`src/sv/ubdc_pkg.sv`:
```
// shared widths and constants for the uart baud divisor calculator
`timescale 1ns / 1ps
`default_nettype none

package ubdc_pkg;

    localparam int FRACTION_BITS = 6;

    localparam int BAUD_W   = 24;
    localparam int SLOW_W   = 16;
    localparam int FAST_W   = 25;
    localparam int PRE_W    = 16;
    localparam int FM_W     = 4;
    localparam int SM_W     = 8;

    // accepted baud rates are below 2^20, so the divisor needs 20 bits
    localparam int DIV_W    = 20;
    localparam int DVD_W    = FAST_W + FRACTION_BITS;
    localparam int QUOT_W   = DVD_W - FRACTION_BITS;
    localparam int PRE_RAW_W = QUOT_W - FM_W;

    localparam int IN_DATA_W  = 72;
    localparam int OUT_DATA_W = 32;

    localparam logic [BAUD_W-1:0] MAX_BAUD    = BAUD_W'(1000000);
    localparam logic [SLOW_W-1:0] SLOW_MIN_HZ = SLOW_W'(20000);
    localparam logic [QUOT_W-1:0] OVS_RATIO   = QUOT_W'(16);
    localparam logic [PRE_W-1:0]  PRESCALER_MAX = '1;
    localparam logic [SLOW_W-1:0] SLOW_NOMINAL_RESET = SLOW_W'(32768);

endpackage

`default_nettype wire

```
`src/sv/uart_baud_divisor_calc.sv`:
```
// uart baud divisor calculator: clock choice, pipelined divider and divisor split
//   path: entry stage register, divider stages, then the output register
//   throughput: one request per cycle unless the output stalls; the restoring
//   divider resolves one quotient bit per pipeline stage, DVD_W stages in all
//   a stall at the output freezes every stage, nothing is dropped or repeated
//   reset: all pipeline valid bits clear, slow clock nominal register returns to 32768
`timescale 1ns / 1ps
`default_nettype none

module uart_baud_divisor_calc
    import ubdc_pkg::*;
(
    input  wire logic                   clk,
    input  wire logic                   rst_n,

    input  wire logic                   cfg_wr_en,
    input  wire logic [SLOW_W-1:0]      cfg_wr_data,

    input  wire logic                   s_axis_tvalid,
    output logic                        s_axis_tready,
    // baud_rate[23:0], slow_clock_measured_hz[39:24], fast_clock_hz[64:40], zero pad
    input  wire logic [IN_DATA_W-1:0]   s_axis_tdata,

    output logic                        m_axis_tvalid,
    input  wire logic                   m_axis_tready,
    // rejected[0], clock_select[1], prescaler[17:2], first_modulation[21:18],
    // second_modulation[29:22], oversample[30], range_error[31]
    output logic [OUT_DATA_W-1:0]       m_axis_tdata
);

    localparam int NDIV = DVD_W;

    logic [SLOW_W-1:0] slow_nominal_reg;

    logic adv;

    // per-stage pipeline registers, index 0 is the entry stage
    logic              valid_reg [0:NDIV];
    logic              rej_reg   [0:NDIV];
    logic              sel_reg   [0:NDIV];
    logic [DIV_W-1:0]  div_reg   [0:NDIV];
    logic [DIV_W-1:0]  rem_reg   [0:NDIV];
    logic [DVD_W-1:0]  dvq_reg   [0:NDIV];

    logic                out_valid_reg;
    logic                out_rej_reg;
    logic                out_sel_reg;
    logic [PRE_W-1:0]    out_pre_reg;
    logic [FM_W-1:0]     out_fm_reg;
    logic [SM_W-1:0]     out_sm_reg;
    logic                out_ovs_reg;
    logic                out_err_reg;

    logic [BAUD_W-1:0]   in_baud;
    logic [SLOW_W-1:0]   in_slow;
    logic [FAST_W-1:0]   in_fast;
    logic [BAUD_W+1:0]   baud_x3;
    logic                in_rej;
    logic                in_sel;
    logic [FAST_W-1:0]   in_clk;

    logic [QUOT_W-1:0]        fin_quot;
    logic [FRACTION_BITS-1:0] fin_frac;
    logic                     fin_ovs;
    logic [PRE_RAW_W-1:0]     fin_pre_raw;
    logic                     fin_err;
    logic [PRE_W-1:0]         out_pre_next;
    logic [FM_W-1:0]          out_fm_next;
    logic [SM_W-1:0]          out_sm_next;

    assign adv           = !out_valid_reg || m_axis_tready;
    assign s_axis_tready = adv;
    assign m_axis_tvalid = out_valid_reg;
    assign m_axis_tdata  = {out_err_reg, out_ovs_reg, out_sm_reg, out_fm_reg,
                            out_pre_reg, out_sel_reg, out_rej_reg};

    always_ff @(posedge clk or negedge rst_n)
    begin
        if (!rst_n)
        begin
            slow_nominal_reg <= SLOW_NOMINAL_RESET;
        end
        else if (cfg_wr_en)
        begin
            slow_nominal_reg <= cfg_wr_data;
        end
    end

    // entry stage: reject check and clock choice
    always_comb
    begin
        in_baud = s_axis_tdata[BAUD_W-1:0];
        in_slow = s_axis_tdata[BAUD_W+SLOW_W-1:BAUD_W];
        in_fast = s_axis_tdata[BAUD_W+SLOW_W+FAST_W-1:BAUD_W+SLOW_W];
        baud_x3 = {1'b0, in_baud, 1'b0} + {2'b00, in_baud};
        in_rej  = (in_baud == '0) || (in_baud > MAX_BAUD);
        in_sel  = !((in_slow > SLOW_MIN_HZ) && ({10'd0, in_slow} >= baud_x3));
        in_clk  = in_sel ? in_fast : FAST_W'(slow_nominal_reg);
    end

    always_ff @(posedge clk or negedge rst_n)
    begin
        if (!rst_n)
        begin
            valid_reg[0] <= 1'b0;
        end
        else if (adv)
        begin
            valid_reg[0] <= s_axis_tvalid;
        end
    end

    always_ff @(posedge clk)
    begin
        if (adv)
        begin
            rej_reg[0] <= in_rej;
            sel_reg[0] <= in_sel;
            div_reg[0] <= in_baud[DIV_W-1:0];
            rem_reg[0] <= '0;
            dvq_reg[0] <= {in_clk, {FRACTION_BITS{1'b0}}};
        end
    end

    // restoring divider, one quotient bit per stage; dividend bits shift out
    // at the top of dvq while quotient bits shift in at the bottom
    for (genvar g = 0; g < NDIV; g++)
    begin : g_div
        logic [DIV_W:0]   trial;
        logic             ge;
        logic [DIV_W:0]   diff;
        logic [DIV_W-1:0] rem_next;

        always_comb
        begin
            trial    = {rem_reg[g], dvq_reg[g][DVD_W-1]};
            ge       = trial >= {1'b0, div_reg[g]};
            diff     = trial - {1'b0, div_reg[g]};
            rem_next = ge ? diff[DIV_W-1:0] : trial[DIV_W-1:0];
        end

        always_ff @(posedge clk or negedge rst_n)
        begin
            if (!rst_n)
            begin
                valid_reg[g+1] <= 1'b0;
            end
            else if (adv)
            begin
                valid_reg[g+1] <= valid_reg[g];
            end
        end

        always_ff @(posedge clk)
        begin
            if (adv)
            begin
                rej_reg[g+1] <= rej_reg[g];
                sel_reg[g+1] <= sel_reg[g];
                div_reg[g+1] <= div_reg[g];
                rem_reg[g+1] <= rem_next;
                dvq_reg[g+1] <= {dvq_reg[g][DVD_W-2:0], ge};
            end
        end
    end

    // final stage: split quotient into prescaler and modulation values
    always_comb
    begin
        fin_quot    = dvq_reg[NDIV][DVD_W-1:FRACTION_BITS];
        fin_frac    = dvq_reg[NDIV][FRACTION_BITS-1:0];
        fin_ovs     = fin_quot >= OVS_RATIO;
        fin_pre_raw = fin_ovs ? fin_quot[QUOT_W-1:FM_W] : fin_quot[PRE_RAW_W-1:0];
        fin_err     = fin_pre_raw[PRE_RAW_W-1:PRE_W] != '0;
        out_pre_next = fin_err ? PRESCALER_MAX : fin_pre_raw[PRE_W-1:0];
        out_fm_next  = fin_ovs ? fin_quot[FM_W-1:0] : '0;
        out_sm_next  = SM_W'(fin_frac) << (SM_W - FRACTION_BITS);
    end

    always_ff @(posedge clk or negedge rst_n)
    begin
        if (!rst_n)
        begin
            out_valid_reg <= 1'b0;
        end
        else if (adv)
        begin
            out_valid_reg <= valid_reg[NDIV];
        end
    end

    always_ff @(posedge clk)
    begin
        if (adv)
        begin
            out_rej_reg <= rej_reg[NDIV];
            if (rej_reg[NDIV])
            begin
                out_sel_reg <= 1'b0;
                out_pre_reg <= '0;
                out_fm_reg  <= '0;
                out_sm_reg  <= '0;
                out_ovs_reg <= 1'b0;
                out_err_reg <= 1'b0;
            end
            else
            begin
                out_sel_reg <= sel_reg[NDIV];
                out_pre_reg <= out_pre_next;
                out_fm_reg  <= out_fm_next;
                out_sm_reg  <= out_sm_next;
                out_ovs_reg <= fin_ovs;
                out_err_reg <= fin_err;
            end
        end
    end

`ifndef SYNTHESIS
    // a rejected request carries no divisor settings
    assert property (@(posedge clk) disable iff (!rst_n)
        (out_valid_reg && out_rej_reg) |->
            (out_pre_reg == '0 && out_fm_reg == '0 && out_sm_reg == '0 &&
             !out_ovs_reg && !out_err_reg && !out_sel_reg))
        else $error("rejected result has nonzero divisor fields");

    // saturation only happens in oversampling mode and pins the prescaler
    assert property (@(posedge clk) disable iff (!rst_n)
        (out_valid_reg && out_err_reg) |-> (out_ovs_reg && out_pre_reg == PRESCALER_MAX))
        else $error("range error without saturated oversampled prescaler");

    // without oversampling the first modulation is zero
    assert property (@(posedge clk) disable iff (!rst_n)
        (out_valid_reg && !out_ovs_reg) |-> (out_fm_reg == '0))
        else $error("first modulation set while not oversampling");

    // a stalled pipeline keeps its last stage frozen
    assert property (@(posedge clk) disable iff (!rst_n)
        !adv |=> ($stable(valid_reg[NDIV]) && $stable(dvq_reg[NDIV])))
        else $error("divider pipeline moved during stall");
`endif

endmodule

`default_nettype wire
```
`config.mk`:
```
export PLATFORM = sky130hd
export DESIGN_NAME = uart_baud_divisor_calc
export DESIGN_NICKNAME = d
export VERILOG_FILES = /design/src/sv/ubdc_pkg.sv /design/src/sv/uart_baud_divisor_calc.sv
export SDC_FILE = /design/constraint.sdc
export NUM_CORES = 2
export LEC_CHECK = 0
export BUFFER_PORTS_ARGS = -buffer_cell sky130_fd_sc_hd__clkbuf_2
export CAP_MARGIN = 20
export CORE_MARGIN = 8
export CORE_UTILIZATION = 53
export CTS_CLUSTER_SIZE = 24
export DETAILED_ROUTE_END_ITERATION = 6
export PLACE_DENSITY_LB_ADDON = 0.25
export SETUP_SLACK_MARGIN = 0.3
export SLEW_MARGIN = 20
export SYNTH_ARGS = -nofsm -noshare
export SYNTH_HDL_FRONTEND = slang
export SYNTH_SLANG_ARGS = --single-unit
export TNS_END_PERCENT = 30
```
`constraint.sdc`:
```
create_clock -name clk -period 60.8 [get_ports clk]
set_input_delay 3.04 -clock clk [delete_from_list [all_inputs] [get_ports clk]]
set_output_delay 3.04 -clock clk [all_outputs]
set_load 0.05 [all_outputs]
```
### After elaboration in Yosys (flattened, before gate mapping)

Memory sizes are Yosys's and may differ from the RTL's. A register that Yosys moved wholly into a read port is not among the register bits.
Index checks and enable logic that the tools add are counted.

* memories: 5
* word-level logic and storage cells: 158
* input bits: 93
* latch bits: 0
* bits in writable memories: 2336
* memory bits (read-only): 0
* output and inout port bits: 34
* flip-flop bits (word level): 80

Memory list
* dvq_reg: depth 32, bits a word 31, rd ports 32, clocked after Yosys merged registers in 0, write ports 32, RTL line uart_baud_divisor_calc.sv:43 `logic [DVD_W-1:0] dvq_reg [0:NDIV];`
* div_reg: depth 32, bits a word 20, rd ports 31, clocked after Yosys merged registers in 0, write ports 32, RTL line uart_baud_divisor_calc.sv:41 `logic [DIV_W-1:0] div_reg [0:NDIV];`
* rem_reg: depth 32, bits a word 20, rd ports 31, clocked after Yosys merged registers in 0, write ports 32, RTL line uart_baud_divisor_calc.sv:42 `logic [DIV_W-1:0] rem_reg [0:NDIV];`
* rej_reg: depth 32, bits a word 1, rd ports 32, clocked after Yosys merged registers in 0, write ports 32, RTL line uart_baud_divisor_calc.sv:39 `logic rej_reg [0:NDIV];`
* sel_reg: depth 32, bits a word 1, rd ports 32, clocked after Yosys merged registers in 1, write ports 32, RTL line uart_baud_divisor_calc.sv:40 `logic sel_reg [0:NDIV];`

* multiply operators: 0
* add/sub/neg operators: 32
* div/mod/pow operators: 0
* mux-type cells: 36
* shift operators: 0
* magnitude comparators: 35
* equal/unequal tests: 0
* bitwise operators: 1
* reduce and logical (&&, ||, !) cells: 8

Operators with widths (number)
* $ge A21 B20 Y1: 31
* $mux W20: 31
* $sub A20 B20 Y20: 31
* $add A25 B24 Y26: 1
* $ge A16 B26 Y1: 1
* $ge A25 B5 Y1 const B: 1
* $mux W25: 1
* $gt A24 B20 Y1 const B: 1
* $logic_not A24 Y1: 1
* $mux W21: 1
* $gt A16 B15 Y1 const B: 1
* $mux W16: 1
* $reduce_bool A5 Y1: 1
* $logic_not A1 Y1: 2
* $logic_or A1 B1 Y1: 2
* $mux W1: 2
* $reduce_or A2 Y1: 1
* $logic_and A1 B1 Y1: 1
* $not A1 Y1: 1

### Depth between registers and ports, before layout

An unclocked memory read counts as a cell.

* word-level depth: 5
* mapped depth: 18
* gate-level depth less buffers: 17

### Least setup slack after synthesis

Ideal clock, no wire load.

* path type: input-to-output
* start: input port m_axis_tready
* end: output port s_axis_tready
* data arrival time: 44.648 ns
* slack: 13.112 ns
* buffers on the path: 2
* stages on the path: 4
* data required time: 57.760 ns
* cells stage by stage: nor2b_1 -> clkbuf_1 -> clkbuf_1 -> inv_1

* word-level cells in the longest chain between the ends: 1

RTL lines
* start: declaration: RTL line uart_baud_divisor_calc.sv:25 `input wire logic m_axis_tready,`
* $logic_or A1 B1 Y1: RTL line uart_baud_divisor_calc.sv:71 `assign adv = !out_valid_reg || m_axis_tready;`
* end: declaration: RTL line uart_baud_divisor_calc.sv:20 `output logic s_axis_tready,`

No other way between the ends.

==> flow_summary.ini <==
[drt]
ant_nets = 0
vias = 60898
dr.pass1.iters = 7
first_iter_violations = 4775
viasPerCell = 5.514
drc = 0
routedWlPerCell_um = 17.97
drt_wl_total_um = 198500

[logic_synthesis]
yosysTopAreaCell = edfxtp_1
synth-xor-area-share = 0.03863
yosys_warnings = 0
netlist.area_leader.share = 0.6146
synth_seq_area_share = 0.6264
synth_edf_count = 2135
syn_inst = 7939
yosys.area_share.simple = 0.07870
netlist-cell-type-count = 90
synthFlopType = edfxtp_1
synth_mux_area_frac = 0.03677
ys_async_sr_fraction = 0.02244
synth_top_family_by_area = compound AO/OA/AOI/OAI gates
ys_ff_latch = 2184
synth_compound_area_frac = 0.1012
postSynthAreaPerCell_um2 = 13.14
syn-cell-area_mm2 = 0.1043
synth_fa_ha_area_frac = 0.08505
yosys-top-cells-area = edfxtp_1 (61%), ha_1 (7.9%), mux2_2 (3.2%)

[global_route]
grt_pass1_wl_um = 317300
grt-ovfl-total = 0
gr-usage-all-layers = 0.1843
grt_max_degree = 192
grt_pass1_vias = 60280
antenna_found_initial = 5

[timing]
skew_ns = 0.08195
fin_crit_sh = 0.1316
report.final.slew_viol_count = 0
setup_viol = 0
fmax_mhz = 125.0
timing.final.ws_setup_ns = 52.80
fin_crit_ns = 8.002
relSlewSlack = 0.3079
setup_tns_ns = 0
tightest_slew_ns = 1.038
finalHoldViolCount = 0
rsz0062_at_grt = no

[min_path]
holdPathStages = 0
hold_path_class = reg2reg
holdCritStartpoint = dvq_reg[5][68]
worst_hold_path.endpoint = dvq_reg[5][100]

[cells_and_area]
area_delta_synth_final_pct = 10.89
nets = 8991
largest_reg_flops = 821
drive_above_1_share = 0.1059
mostFrequentLayoutCell = edfxtp_1
final_cell_mix = edfxtp_1 (2,135), inv_1 (792), ha_1 (661), a21oi_1 (513), nor2_1 (462)
utilization = 0.5889

[worst_setup_path]
r2r_end = dvq_reg[7][122]
critPathKind = in2reg
rr_startpoint = m_axis_tvalid
path_cells = clkbuf_2, nor2b_4, inv_8, buf_4, buf_4, buf_4, buf_4, buf_4
reg2reg_setup_slack_ns = 54.59
start_kind = primary input
end_kind = flop
max_stage_delay_ns = 0.84
required_ns = 61.29
cp_max_fo = 152
crit_top_cell = buf_4
cpMaxStageDelayCell = buf_4
arrival_ns = 8.49
rr_worst_depth = 7

[clock_network]
clock-sinks = 2184
htree_levels = 4
cts_resized = 0
post-cts-setup-buffers = 0
cts_buffers = 221
cts_tree = yes
cts-root-buf = clkbuf_16
hold_buffers = 0
worstSkewPairLatency_ns = 0.89
clkTransAtPathRegs_ns = 0.06
cts.path.max_buffers = 3

[placement]
dp_slack_ns = 51.81
gp_congestion = 0.8854
portBuffers = 117
dp_hpwl_um = 143200

[die]
std_cell_rows = 163
initial_core_util = 0.5311
die_w_um = 459.6
ios = 127
fp.dieArea_mm2 = 0.2113
core_mm2 = 0.1964
die_h_um = 459.6

[job]
cap_viol_max_count = 0

[status]
status = complete, no violations
[Yosys cell counts, types with 24 or more instances]
library cell	number
a211oi_1	53
a21boi_0	24
a21o_1	203
a21oi_1	513
a31oi_1	56
and2_1	41
and3_1	45
clkbuf_1	80
dfrtp_1	48
edfxtp_1	2135
fa_1	30
ha_1	661
inv_1	793
mux2_2	299
mux2i_1	28
nand2_1	402
nand2b_1	85
nand3_1	95
nand4_1	95
nor2_1	463
nor2b_1	107
nor3_1	142
nor4_1	41
o211ai_1	47
o21a_1	101
o21ai_0	405
o21bai_1	41
o31ai_1	35
or2_2	35
or3_1	49
xnor2_1	275
xor2_1	185
[kinds of logic after synthesis]
kind of cell | Yosys count
DFF | 2184
AOI/OAI and AO/OA | 1680
and+or+nand+nor | 1675
buffers and inverters | 908
adders and majority gates | 691
xor gates and xnor gates | 460
muxes | 340
other | 1
[metrics by stage]
step | cell area [µm²] | cells | hold WS [ns]
floorplan | 104300 | 7940 | 0.4003
global placement | 108200 | 10624 | 0.4003
detailed placement | 108200 | 10624 | 0.4045
CTS | 115600 | 11043 | 0.3622
global route | 115700 | 11044 | 0.3745
finish | 115700 | 11044 | 0.3841
[per-layer routing]
metal	GRT usage	vias to the layer above	wire length, µm	share of wire
met5	0	-	0	0
met4	0.06317	0	6564	0.033
met3	0.02928	374	9275	0.047
met2	0.3091	1341	94060	0.47
met1	0.2460	29262	88620	0.45
li1	-	29921	-	-
[worst max-delay path: cells and delay by family]
kind                   cells  cell delay [ns]
buffers and inverters      7             4.93
and+or+nand+nor            1             0.16
[cell type report]
class | instances | area (µm²)
antenna | 1 | 2.502
tap | 2640 | 3303
multi-input combinational | 4848 | 35620
timing repair buffer | 156 | 940.9
clock inverter | 155 | 1734
fill | 15336 | 80740
sequential | 2184 | 65340
clock buffer | 264 | 5722
inverter | 796 | 2995
[how the worst max path moves through the flow]
| stage | to | cells after the start | start | slack [ns] |
|---|---|---|---|---|
| 3_3_place_gp | dvq_reg[7][25] | 8 | m_axis_tready | 51.95 |
| 3_5_place_dp | dvq_reg[7][25] | 8 | m_axis_tready | 51.81 |
| 4_1_cts | dvq_reg[7][122] | 8 | m_axis_tready | 52.77 |
| 5_1_grt | div_reg[1][175] | 8 | m_axis_tready | 52.31 |
| 6_report | dvq_reg[7][122] | 8 | m_axis_tready | 52.80 |
| 2_1_floorplan | s_axis_tready | 4 | m_axis_tready | 13.11 |
Power is left out: the tool's default activity adds up to more than one toggle a clock period on the data nets, which glitch-free logic cannot reach.
